**config.mk**
```make
export PLATFORM = sky130hd
export DESIGN_NAME = isp_memory_write_command_sequencer_core
export DESIGN_NICKNAME = d
export VERILOG_FILES = /design/src/rtl/imwcs_pkg.sv /design/src/rtl/isp_memory_write_command_sequencer_core.sv /design/src/rtl/imwcs_page_mod.sv
export VERILOG_INCLUDE_DIRS = /design/src /design/src/rtl
export SDC_FILE = /design/constraint.sdc
export NUM_CORES = 1
export LEC_CHECK = 0
export BUFFER_PORTS_ARGS = -buffer_cell sky130_fd_sc_hd__buf_2
export CAP_MARGIN = 25
export CELL_PAD_IN_SITES_DETAIL_PLACEMENT = 0
export CELL_PAD_IN_SITES_GLOBAL_PLACEMENT = 2
export CORE_ASPECT_RATIO = 0.5
export CORE_MARGIN = 1.5
export CORE_UTILIZATION = 42
export DETAILED_ROUTE_END_ITERATION = 10
export HOLD_SLACK_MARGIN = 0.12
export PLACE_DENSITY = 0.9
export SLEW_MARGIN = 15
export SYNTH_ARGS = -nofsm -noshare
export SYNTH_HDL_FRONTEND = slang
export SYNTH_HIERARCHICAL = 1
export SYNTH_SLANG_ARGS = --single-unit
export TNS_END_PERCENT = 30
```
**constraint.sdc**
```tcl
create_clock -name clk -period 9.5 [get_ports clk]
set_input_delay 1.425 -clock clk [delete_from_list [all_inputs] [get_ports clk]]
set_output_delay 1.425 -clock clk [all_outputs]
set_load 0.02 [all_outputs]
```
**src/rtl/isp_memory_write_command_sequencer_core_defines.svh**
```systemverilog
// assertion macros used by the command sequencer core
`ifndef ISP_MEMORY_WRITE_COMMAND_SEQUENCER_CORE_DEFINES_SVH
`define ISP_MEMORY_WRITE_COMMAND_SEQUENCER_CORE_DEFINES_SVH

// same-cycle implication, checked outside reset
`define IMWCS_ASSERT_NOW(label, clk, rst, ante, cons) \
  label: assert property (@(posedge clk) disable iff (rst) (ante) |-> (cons)) \
    else $error("imwcs assertion failed");

// next-cycle implication, checked outside reset
`define IMWCS_ASSERT_NEXT(label, clk, rst, ante, cons) \
  label: assert property (@(posedge clk) disable iff (rst) (ante) |=> (cons)) \
    else $error("imwcs assertion failed");

`endif

```
**src/rtl/imwcs_pkg.sv**
```systemverilog
// types and constants of the isp write command sequencer
`timescale 1ns / 1ps
`default_nettype none
package imwcs_pkg;

  localparam int ADDR_W     = 24;
  localparam int PAGE_W     = 16;
  localparam int DIV_W      = PAGE_W + 1;
  localparam int MOD_STEPS  = 13;
  localparam int DIVIDEND_W = 2 * MOD_STEPS;
  localparam int CFG_IDX_W  = 3;

  typedef enum logic [1:0] {
    ST_IDLE,
    ST_DIVIDE,
    ST_EMIT
  } state_t;

  typedef enum logic [2:0] {
    FK_EXT,
    FK_FLOAD,
    FK_FWRITE,
    FK_EBYTE,
    FK_ELOAD,
    FK_EWRITE
  } frame_kind_t;

  typedef enum logic [1:0] {
    WAIT_NONE   = 2'd0,
    WAIT_FLASH  = 2'd1,
    WAIT_EEPROM = 2'd2
  } wait_code_t;

  typedef enum logic [CFG_IDX_W-1:0] {
    CFG_MEMORY_SELECT,
    CFG_PAGE_SIZE,
    CFG_OP_LOAD_EXTENDED,
    CFG_OP_FLASH_LOAD_LOW,
    CFG_OP_FLASH_WRITE_PAGE,
    CFG_OP_EEPROM_WRITE_BYTE,
    CFG_OP_EEPROM_LOAD_PAGE,
    CFG_OP_EEPROM_WRITE_PAGE
  } cfg_index_t;

  typedef struct packed {
    logic done;
    logic zero;
  } mod_status_t;

endpackage
`default_nettype wire

```
**src/rtl/isp_memory_write_command_sequencer_core.sv**
```systemverilog
// Serial-programming write sequencer: takes one byte with its 24-bit target
// address and block marks and emits one to three four-byte command frames
// (extended-address load, page load or byte write, page write), each tagged
// with its wait code on m_tuser and the final frame of the request flagged by
// m_tlast. Requests are handled one at a time: after acceptance the page-end
// test runs through a remainder unit that consumes two address bits per cycle,
// then the frames leave at one per cycle while m_tready allows. The last frame
// sits in an output register, so the next request is taken while it waits.
// Configuration must be written only while idle; the block itself does not
// enforce this.
`timescale 1ns / 1ps
`default_nettype none
`include "isp_memory_write_command_sequencer_core_defines.svh"
module isp_memory_write_command_sequencer_core (
  input  wire logic                             clk,
  input  wire logic                             rst,
  // configuration
  input  wire logic                             cfg_we,
  input  wire logic [imwcs_pkg::CFG_IDX_W-1:0]  cfg_index,
  input  wire logic [imwcs_pkg::PAGE_W-1:0]     cfg_data,
  // request side
  input  wire logic                             s_tvalid,
  output logic                                  s_tready,
  input  wire logic [31:0]                      s_tdata,  // target_address, data_byte
  input  wire logic                             s_tuser,  // block_start
  input  wire logic                             s_tlast,  // block_end
  // frame side
  output logic                                  m_tvalid,
  input  wire logic                             m_tready,
  output logic [31:0]                           m_tdata,  // frame_byte0..frame_byte3
  output logic [1:0]                            m_tuser,  // wait_after
  output logic                                  m_tlast   // last_frame
);
  import imwcs_pkg::*;

  // configuration registers
  logic              memory_select;
  logic [PAGE_W-1:0] page_size;
  logic [7:0]        op_load_extended;
  logic [7:0]        op_flash_load_low;
  logic [7:0]        op_flash_write_page;
  logic [7:0]        op_eeprom_write_byte;
  logic [7:0]        op_eeprom_load_page;
  logic [7:0]        op_eeprom_write_page;

  logic [7:0]        held;

  // latched request
  logic [ADDR_W-1:0] addr;
  logic [7:0]        data;
  logic              blk_end;
  logic              need_ext;
  logic              flush;

  state_t            state;
  state_t            state_next;
  frame_kind_t       kind;
  frame_kind_t       kind_next;
  frame_kind_t       first_kind;
  logic              has_next;

  logic              accept;
  logic              emit_fire;
  logic              single_byte;
  logic [7:0]        hi_in;
  logic [7:0]        held_eff;
  logic              ext_in;

  logic [DIVIDEND_W-1:0] dividend;
  logic [DIV_W-1:0]      divisor;
  mod_status_t           mod_status;

  logic [31:0]       frame;
  wait_code_t        frame_wait;

  assign accept      = s_tvalid && s_tready;
  assign single_byte = (page_size[PAGE_W-1:1] == '0);
  assign hi_in       = {1'b0, s_tdata[ADDR_W-1:17]};
  assign held_eff    = s_tuser ? 8'hff : held;
  assign ext_in      = (hi_in != held_eff);

  // address + 1 padded to a whole number of digits; page size 0 means 65536
  assign dividend = DIVIDEND_W'({1'b0, s_tdata[ADDR_W-1:0]} + (ADDR_W + 1)'(1));
  assign divisor  = (page_size == '0) ? {1'b1, {PAGE_W{1'b0}}} : {1'b0, page_size};

  imwcs_page_mod u_mod (
    .clk      (clk),
    .rst      (rst),
    .start    (accept),
    .dividend (dividend),
    .divisor  (divisor),
    .status   (mod_status)
  );

  always_ff @(posedge clk) begin
    if (rst) begin
      memory_select        <= 1'b0;
      page_size            <= PAGE_W'(128);
      op_load_extended     <= 8'd77;
      op_flash_load_low    <= 8'd64;
      op_flash_write_page  <= 8'd76;
      op_eeprom_write_byte <= 8'd192;
      op_eeprom_load_page  <= 8'd193;
      op_eeprom_write_page <= 8'd194;
    end else if (cfg_we) begin
      unique case (cfg_index)
        CFG_MEMORY_SELECT:        memory_select        <= cfg_data[0];
        CFG_PAGE_SIZE:            page_size            <= cfg_data;
        CFG_OP_LOAD_EXTENDED:     op_load_extended     <= cfg_data[7:0];
        CFG_OP_FLASH_LOAD_LOW:    op_flash_load_low    <= cfg_data[7:0];
        CFG_OP_FLASH_WRITE_PAGE:  op_flash_write_page  <= cfg_data[7:0];
        CFG_OP_EEPROM_WRITE_BYTE: op_eeprom_write_byte <= cfg_data[7:0];
        CFG_OP_EEPROM_LOAD_PAGE:  op_eeprom_load_page  <= cfg_data[7:0];
        CFG_OP_EEPROM_WRITE_PAGE: op_eeprom_write_page <= cfg_data[7:0];
        default: ;
      endcase
    end
  end

  // held extended address only moves in flash mode, or on block start
  always_ff @(posedge clk) begin
    if (rst) begin
      held <= 8'hff;
    end else if (accept) begin
      if (!memory_select && ext_in) begin
        held <= hi_in;
      end else begin
        held <= held_eff;
      end
    end
  end

  always_ff @(posedge clk) begin
    if (accept) begin
      addr     <= s_tdata[ADDR_W-1:0];
      data     <= s_tdata[31:24];
      blk_end  <= s_tlast;
      need_ext <= !memory_select && ext_in;
    end
    if (state == ST_DIVIDE && mod_status.done) begin
      flush <= mod_status.zero || blk_end;
    end
  end

  always_comb begin
    if (!memory_select) begin
      first_kind = need_ext ? FK_EXT : FK_FLOAD;
    end else if (single_byte) begin
      first_kind = FK_EBYTE;
    end else begin
      first_kind = FK_ELOAD;
    end
  end

  // frame order within one request
  always_comb begin
    has_next  = 1'b0;
    kind_next = kind;
    unique case (kind)
      FK_EXT: begin
        has_next  = 1'b1;
        kind_next = FK_FLOAD;
      end
      FK_FLOAD: begin
        has_next  = flush;
        kind_next = FK_FWRITE;
      end
      FK_ELOAD: begin
        has_next  = flush;
        kind_next = FK_EWRITE;
      end
      default: ;
    endcase
  end

  always_comb begin
    state_next = state;
    unique case (state)
      ST_IDLE:   if (accept) state_next = ST_DIVIDE;
      ST_DIVIDE: if (mod_status.done) state_next = ST_EMIT;
      ST_EMIT:   if (emit_fire && !has_next) state_next = ST_IDLE;
      default:   state_next = ST_IDLE;
    endcase
  end

  always_comb begin
    s_tready  = (state == ST_IDLE);
    emit_fire = (state == ST_EMIT) && (!m_tvalid || m_tready);
  end

  always_ff @(posedge clk) begin
    if (rst) begin
      state <= ST_IDLE;
    end else begin
      state <= state_next;
    end
  end

  always_ff @(posedge clk) begin
    if (state == ST_DIVIDE && mod_status.done) begin
      kind <= first_kind;
    end else if (emit_fire && has_next) begin
      kind <= kind_next;
    end
  end

  always_comb begin
    frame      = '0;
    frame_wait = WAIT_NONE;
    case (kind)
      FK_EXT:    frame = {8'h00, {1'b0, addr[ADDR_W-1:17]}, 8'h00, op_load_extended};
      FK_FLOAD:  frame = {data, addr[8:1], addr[16:9],
                          op_flash_load_low | {4'b0000, addr[0], 3'b000}};
      FK_FWRITE: begin
        frame      = {8'h00, addr[8:1], addr[16:9], op_flash_write_page};
        frame_wait = WAIT_FLASH;
      end
      FK_EBYTE: begin
        frame      = {data, addr[7:0], addr[15:8], op_eeprom_write_byte};
        frame_wait = WAIT_EEPROM;
      end
      FK_ELOAD:  frame = {data, addr[7:0], addr[15:8], op_eeprom_load_page};
      FK_EWRITE: begin
        frame      = {8'h00, addr[7:0] & 8'hfc, addr[15:8], op_eeprom_write_page};
        frame_wait = WAIT_EEPROM;
      end
      default: ;
    endcase
  end

  // output register
  always_ff @(posedge clk) begin
    if (rst) begin
      m_tvalid <= 1'b0;
    end else if (emit_fire) begin
      m_tvalid <= 1'b1;
    end else if (m_tready) begin
      m_tvalid <= 1'b0;
    end
  end

  always_ff @(posedge clk) begin
    if (emit_fire) begin
      m_tdata <= frame;
      m_tuser <= frame_wait;
      m_tlast <= !has_next;
    end
  end

  `IMWCS_ASSERT_NEXT(a_accept_starts_divide, clk, rst, accept, state == ST_DIVIDE)
  `IMWCS_ASSERT_NOW(a_done_only_in_divide, clk, rst, mod_status.done, state == ST_DIVIDE)
  `IMWCS_ASSERT_NEXT(a_last_frame_to_idle, clk, rst, (emit_fire && !has_next),
                     (state == ST_IDLE && m_tvalid && m_tlast))
  `IMWCS_ASSERT_NEXT(a_ext_updates_held, clk, rst, (accept && !memory_select && ext_in),
                     (held == {1'b0, addr[ADDR_W-1:17]}))

endmodule
`default_nettype wire

```
**src/rtl/imwcs_page_mod.sv**
```systemverilog
// radix-4 serial remainder unit: is (address + 1) a multiple of the page size
`timescale 1ns / 1ps
`default_nettype none
module imwcs_page_mod (
  input  wire logic                              clk,
  input  wire logic                              rst,
  input  wire logic                              start,
  input  wire logic [imwcs_pkg::DIVIDEND_W-1:0]  dividend,
  input  wire logic [imwcs_pkg::DIV_W-1:0]       divisor,
  output imwcs_pkg::mod_status_t                 status
);
  import imwcs_pkg::*;

  localparam int CNT_W = $clog2(MOD_STEPS + 1);

  logic                  busy;
  logic                  done;
  logic [CNT_W-1:0]      count;
  logic [DIVIDEND_W-1:0] sh;
  logic [DIV_W-1:0]      dv;
  logic [DIV_W-1:0]      rem;
  logic [DIV_W-1:0]      rem_next;
  logic [DIV_W:0]        r1;
  logic [DIV_W:0]        s1;
  logic [DIV_W:0]        r2;
  logic [DIV_W:0]        s2;

  // two restoring steps per cycle, msb first
  always_comb begin
    r1 = {rem, sh[DIVIDEND_W-1]};
    s1 = (r1 >= {1'b0, dv}) ? r1 - {1'b0, dv} : r1;
    r2 = {s1[DIV_W-1:0], sh[DIVIDEND_W-2]};
    s2 = (r2 >= {1'b0, dv}) ? r2 - {1'b0, dv} : r2;
    rem_next = s2[DIV_W-1:0];
  end

  always_ff @(posedge clk) begin
    if (rst) begin
      busy  <= 1'b0;
      done  <= 1'b0;
      count <= '0;
    end else begin
      done <= 1'b0;
      if (start) begin
        busy  <= 1'b1;
        count <= CNT_W'(MOD_STEPS);
      end else if (busy) begin
        count <= count - CNT_W'(1);
        if (count == CNT_W'(1)) begin
          busy <= 1'b0;
          done <= 1'b1;
        end
      end
    end
  end

  always_ff @(posedge clk) begin
    if (start) begin
      sh  <= dividend;
      dv  <= divisor;
      rem <= '0;
    end else if (busy) begin
      sh  <= {sh[DIVIDEND_W-3:0], 2'b00};
      rem <= rem_next;
    end
  end

  assign status.done = done;
  assign status.zero = (rem == '0);

endmodule
`default_nettype wire

```
==> impl_metrics.json, run 1 <==
{
  "design.core.area_um2": 26600,
  "multi_input_area_um2": 5490,
  "crit_arrival_ps": 5400,
  "cts_buffer_depth": 3,
  "yosys_warnings": 6,
  "max_stage_delay_ps": 660,
  "crit_type": "reg2reg",
  "final_cells": 1562,
  "grt_pass1_wl_um": 44900,
  "yosys_register_bits": 215,
  "root_buffer": "clkbuf_16",
  "p_leak_nw": 4.96,
  "cts_made_buffers": 22,
  "post-cts-setup-buffer-count": 0,
  "cts.htree.levels": 1,
  "worstMarginPinSlew_ps": 978,
  "yosysUniqueCellTypes": 77,
  "cpLargestDelayFamily": "compound AO/OA/AOI/OAI gates",
  "dieArea_um2": 28300,
  "startpoint_type": "register",
  "via_count": 8619,
  "area_growth_pct": 13.5,
  "nets": 1291,
  "diodes": 0,
  "rows": 42,
  "cts.sinks": 215,
  "path_buf_inv": 2,
  "drtIter0Drc": 521,
  "grt_antenna_before_repair": 0,
  "finalSetupViolations": 0,
  "hold_path.class": "reg2reg",
  "crit_slowest_cell": "o211ai_4",
  "grtUsageTotal": 0.199,
  "slew_headroom": 0.346,
  "grt_pass1_vias": 8294,
  "final_area_um2": 13000,
  "fmaxAchievable_ghz": 0.201,
  "dp.cells": 1518,
  "cp_cell_sequence": "inv_1 -> ha_1 -> nand2_1 -> o21ai_0 -> a31oi_1 -> o211ai_4 -> mux2_2 -> ha_1 -> and3_1 -> a22o_1 -> o31ai_2 -> nand2b_1 -> a41o_1 -> o221ai_2 -> buf_4 -> mux2i_1 -> a211oi_1",
  "syn_avg_cell_area_um2": 10.1,
  "synth_fp_nets": 1233,
  "n_fill_cell": 2494,
  "placed_area_um2": 12100,
  "drive_gt1_frac": 0.176,
  "clock_latency_ps": 540,
  "cap_violations": 0,
  "portBuffers": 94,
  "drv_slew": 0,
  "dr.pass1.iters": 5,
  "routabilityCongestion": 0.911,
  "mappedNetlistArea_um2": 11400,
  "die_y_um": 120,
  "ir_drop_uv": 131,
  "grt_max_degree": 86,
  "postRouteWirelength_um": 28400,
  "clk_pin_slew_ps": 60,
  "end_kind": "register",
  "cts_tree": "built",
  "crit_required_ps": 9930,
  "fin_util": 0.489,
  "fin_crit_ps": 4980,
  "path_common_cell": "ha_1",
  "power_density_nw_per_um2": 288,
  "rsz0062_at_grt": "false",
  "routedWlPerCell_um": 18.2,
  "dpl.hpwl_um": 19400,
  "seq_area_um2": 5470,
  "viasPerCell": 5.52,
  "crit_fanout": 26,
  "synth_flop_cell": "edfxtp_1",
  "skew_ps": 18.9,
  "hold_violations": 0,
  "num_io_pins": 95,
  "drtAntennaViolNets": 0,
  "postSynthCellCount": 1136,
  "grt_overflow_total": 0,
  "status": "finished, final reports clean",
  "async_reset_ff_frac": 0,
  "ctsHoldBuffers": 0,
  "initial_utilization": 0.430,
  "ys_seq_area_frac": 0.478,
  "finalSetupTns_ps": 0,
  "drc": 0,
  "fin_crit_sh": 0.524,
  "synth_edf_count": 116,
  "post_cts_resized": 0,
  "die_w_um": 236
}
[registers in the layout, summed over array words and instances, names as in the netlist, 2 cells and up]
name and flops:
m_tdata 32, u_mod/sh 26, addr 24, u_mod/dv 17, u_mod/rem 17, page_size 16
data 8, held 8, op_eeprom_load_page 8, op_eeprom_write_byte 8, op_eeprom_write_page 8, op_flash_load_low 8
op_flash_write_page 8, op_load_extended 8, u_mod/count 4, kind 3, m_tuser 2, state 2
[cell usage after synthesis, drive strengths merged (8+ instances only)]
| cell | instances | area share |
|---|---|---|
| a211oi | 27 | 0.019 |
| dfxtp | 99 | 0.17 |
| clkbuf | 52 | 0.017 |
| nor4 | 14 | 0.0077 |
| xnor2 | 32 | 0.024 |
| inv | 43 | 0.014 |
| nor2 | 110 | 0.037 |
| nor3 | 14 | 0.0061 |
| buf | 22 | 0.013 |
| nand2 | 113 | 0.037 |
| a31oi | 8 | 0.0044 |
| o22ai | 8 | 0.0044 |
| o21a | 11 | 0.0072 |
| o21ai | 28 | 0.012 |
| ha | 37 | 0.040 |
| nand3 | 19 | 0.0087 |
| or2 | 9 | 0.0049 |
| a211o | 15 | 0.011 |
| mux2i | 59 | 0.052 |
| edfxtp | 116 | 0.30 |
| nand2b | 13 | 0.0071 |
| a21o | 15 | 0.0098 |
| xor2 | 19 | 0.015 |
| and3 | 8 | 0.0044 |
| nor2b | 31 | 0.017 |
| mux2 | 39 | 0.039 |
| nand4 | 12 | 0.0066 |
| a21oi | 73 | 0.032 |
| nand3b | 9 | 0.0059 |
[worst register-to-register path, delay by kind of cell, from the launching register on]
kind,cells,cell delay [ps]
AOI/OAI and AO/OA,8,2320
adders and majority gates,2,740
buffers and inverters,2,380
DFF,1,320
muxes,2,590
and+or+nand+nor,3,550
[routing by layer]
layer  part of all wire  GRT usage
met1               0.47      0.270
met2               0.47      0.332
met3              0.035     0.0338
met4              0.021     0.0517
met5                  0          0
[layout by cell type, fill, tap and decap left out, types with 4 or more instances in the layout]
cell type and count:
xor2_1 19, xnor2_1 32, o2111ai_1 4, buf_4 10, o21ai_0 28, edfxtp_1 116
nand2b_1 13, a21o_1 15, o22ai_1 8, nor3_1 14, nand3_1 18, or2_2 8
nor4_1 14, and4_1 5, a211oi_1 25, dfxtp_1 99, a21oi_1 72, a221oi_1 4
o21a_1 11, mux2_2 38, or3_1 5, ha_1 37, nor2_1 107, buf_2 94
nand2_1 113, mux2i_1 59, inv_1 43, nand3b_1 9, clkinv_2 5, and2_1 4
and3_1 8, a31oi_1 8, o22a_1 7, nor2b_1 31, a22oi_1 6, a211o_1 15
o31a_1 5, nand4_1 12, clkbuf_16 26
[final timing paths]
path	to	cells after the start	slack, ps	start
min reg2reg	u_mod/dv[11]	0	460	page_size[11]
max reg2reg	u_mod/rem[11]	17	4520	u_mod/dv[10]
max	u_mod/rem[11]	17	4520	u_mod/dv[10]
min	u_mod/dv[11]	0	460	page_size[11]
[kinds of logic after synthesis]
logic type,share of synthesized area
adders and majority gates,0.0440
other,0.000328
AOI/OAI and AO/OA,0.147
muxes,0.0923
and+or+nand+nor,0.156
DFF,0.478
xor gates and xnor gates,0.0390
buffers and inverters,0.0437
[area by class of cell]
type | instances | area share
clock buffers | 29 | 0.0525
clock inverters | 11 | 0.0108
inverters | 43 | 0.0124
multi-input cells | 804 | 0.422
flip-flops and latches | 215 | 0.421
well taps | 352 | 0.0339
repair buffers | 108 | 0.0475
[per-stage QoR]
stage                     hold WS, ps  setup WS [ps]  power (W)
final                             459           4520    0.00374
after global routing              474           4180    0.00398
after CTS                         458           4580    0.00375
after detailed placement          449           4630    0.00278
after global placement            440           4680    0.00277
after floorplan                   432           5240    0.00248
[where the power goes]
part	switching [W]	internal, W	leakage [nW]
clock	0.000389	0.000568	0.404
combinational	0.000947	0.000713	2.65
sequential	0.0000651	0.00106	1.90
No activity file was read; power rests on OpenSTA's default activity.
==> inputs of run 2 (changes only) <==
--- a/config.mk
+++ b/config.mk
@@ -12,10 +12,10 @@
 export CELL_PAD_IN_SITES_GLOBAL_PLACEMENT = 2
 export CORE_ASPECT_RATIO = 0.5
 export CORE_MARGIN = 1.5
-export CORE_UTILIZATION = 42
+export CORE_UTILIZATION = 35
 export DETAILED_ROUTE_END_ITERATION = 10
 export HOLD_SLACK_MARGIN = 0.12
-export PLACE_DENSITY = 0.9
+export PLACE_DENSITY = 0.81
 export SLEW_MARGIN = 15
 export SYNTH_ARGS = -nofsm -noshare
 export SYNTH_HDL_FRONTEND = slang
==> constraint.sdc (replaced) <==
create_clock -name clk -period 4.5 [get_ports clk]
set_input_delay 0.675 -clock clk [delete_from_list [all_inputs] [get_ports clk]]
set_output_delay 0.675 -clock clk [all_outputs]
set_load 0.02 [all_outputs]
==> run 2 against run 1 <==
Effect of this change: clock-buffer cell count grew 2; non-clock buffer count grew 28; sequential cell count is the same; clock skew shrank 6.7 ps; maximum frequency grew 14%; first-iteration DRC count grew 10%; cell count grew 7.0%; total power grew 130%; final area grew 4.0%; critical path type unchanged; largest power group unchanged.
==> impl_metrics.json, run 2 (same netlist as run 1, synthesis figures left out) <==
{
  "status": "finished, final reports clean",
  "grt_pass1_vias": 8210,
  "largest_reg_flops": 32,
  "grtUsageTotal": 0.168,
  "dieArea_um2": 33900,
  "grt_pass1_wl_um": 45200,
  "grtUsageMet1": 0.223,
  "routabilityCongestion": 0.795,
  "crit_fanout": 8,
  "crit_required_ps": 4930,
  "dr.pass1.iters": 5,
  "grt-busiest-layer": "met2",
  "crit_type": "reg2reg",
  "rows": 46,
  "regToRegStartpoint": "u_mod/dv[13]",
  "clk_pin_slew_ps": 70,
  "initial_utilization": 0.358,
  "cts_tree": "built",
  "grt_overflow_total": 0,
  "routedWlPerCell_um": 17.3,
  "r2r_slack_ps": 140,
  "fmaxAchievable_ghz": 0.230,
  "cp_cell_sequence": "inv_1 -> ha_1 -> nand2_1 -> nor4_2 -> nand3_4 -> o211ai_4 -> mux2_2 -> ha_1 -> a21o_1 -> a22o_1 -> o31ai_4 -> nand2b_4 -> a41o_1 -> o221ai_4 -> buf_6 -> mux2i_1 -> a211oi_1",
  "grt_use_met2": 0.295,
  "mostFrequentLayoutCell": "edfxtp_1",
  "design.core.area_um2": 31900,
  "worstMarginPinSlew_ps": 1020,
  "cts_made_buffers": 22,
  "path_common_cell": "ha_1",
  "portBuffers": 94,
  "drtAntennaViolNets": 0,
  "via_count": 8622,
  "top_regs": "m_tdata (32), u_mod/sh (26), addr (24)",
  "layout_common_cells": "edfxtp_1 (116), nand2_1 (112), nor2_1 (106)",
  "skew_ps": 12.2,
  "drv_slew": 0,
  "cap_violations": 0,
  "cts.htree.levels": 1,
  "largest_register": "m_tdata",
  "root_buffer": "clkbuf_16",
  "max_stage_delay_ps": 460,
  "drive_gt1_frac": 0.216,
  "crit_start": "u_mod/dv[13]",
  "end_kind": "register",
  "finalSetupViolations": 0,
  "grt_max_degree": 79,
  "fin_crit_ps": 4360,
  "diodes": 0,
  "fin_crit_sh": 0.968,
  "drc": 0,
  "clock_latency_ps": 530,
  "place_ws_ps": -72.7,
  "die_w_um": 259,
  "hold_path.class": "in2reg",
  "hold_start": "s_tdata[30]",
  "grt_antenna_before_repair": 0,
  "num_io_pins": 95,
  "power_density_nw_per_um2": 627,
  "ir_drop_uv": 321,
  "ctsHoldBuffers": 0,
  "crit_arrival_ps": 4790,
  "nets": 1320,
  "area_growth_pct": 18.1,
  "cts.sinks": 215,
  "startpoint_type": "register",
  "die_y_um": 131,
  "p_leak_nw": 5.09,
  "cts_buffer_depth": 3,
  "finalWorstSetupSlack_ps": 145,
  "drtIter0Drc": 575,
  "slew_headroom": 0.320,
  "hold_violations": 0,
  "finalSetupTns_ps": 0,
  "crit_slowest_cell": "ha_1",
  "grt_use_met3": 0.0274,
  "postRouteWirelength_um": 28900,
  "viasPerCell": 5.16,
  "dpl.hpwl_um": 20300
}
## run 2: metal layers
metal  wire (µm)  part of all wire
met1       13600              0.47
met2       14000              0.49
met3         938             0.032
met4         350             0.012
met5           0                 0
## run 2: worst max-delay path, delay by kind of cell, from the launching register on
kind                     cells  cell delay [ps]
buffers and inverters        2              270
flip-flops                   1              320
adder cells (fa/ha/maj)      2              750
AO/OA/AOI/OAI                7             1560
multiplexers                 2              520
AND/OR/NAND/NOR              4              840
## run 2: path summary, 6_finish.rpt
kind,cells past startpoint,endpoint
worst min-delay path,1,data[6]
worst min register to register,2,op_eeprom_write_page[0]
worst max register to register,17,u_mod/rem[14]
worst max-delay path,17,u_mod/rem[14]
## run 2: layout make-up
| cell class | count | area (µm²) |
|---|---|---|
| Fill cell | 3040 | 18400 |
| Tap cell | 432 | 541 |
| Sequential cell | 215 | 5470 |
| Inverter | 43 | 161 |
| Timing Repair Buffer | 136 | 817 |
| Clock inverter | 9 | 83.8 |
| Multi-Input combinational cell | 805 | 5790 |
| Clock buffer | 31 | 657 |
## run 2: timing repair
item | CTS | global route
cloned | 0 | 1
setup buffers | 0 | 2
resized for setup | 5 | 49
pin swaps | 0 | 10
endpoints found under the setup margin | 6 | 17
## run 2: per-stage QoR
| stage | hold WS (ps) | area, µm² | util | total power, W | cells |
|---|---|---|---|---|---|
| 6_report | 327 | 13500 | 0.423 | 0.00848 | 1671 |
| 5_1_grt | 297 | 13500 | 0.423 | 0.00905 | 1671 |
| 4_1_cts | 300 | 13200 | 0.413 | 0.00808 | 1667 |
| 3_5_place_dp | 445 | 12400 | 0.389 | 0.00615 | 1627 |
| 3_3_place_gp | 441 | 12400 | 0.388 | 0.00610 | 1624 |
| 2_1_floorplan | 432 | 11400 | - | 0.00523 | 1136 |
## run 2: power by group
group | switching, W | internal [W]
Sequential | 0.000139 | 0.00223
Combinational | 0.00227 | 0.00196
Clock | 0.000790 | 0.00108
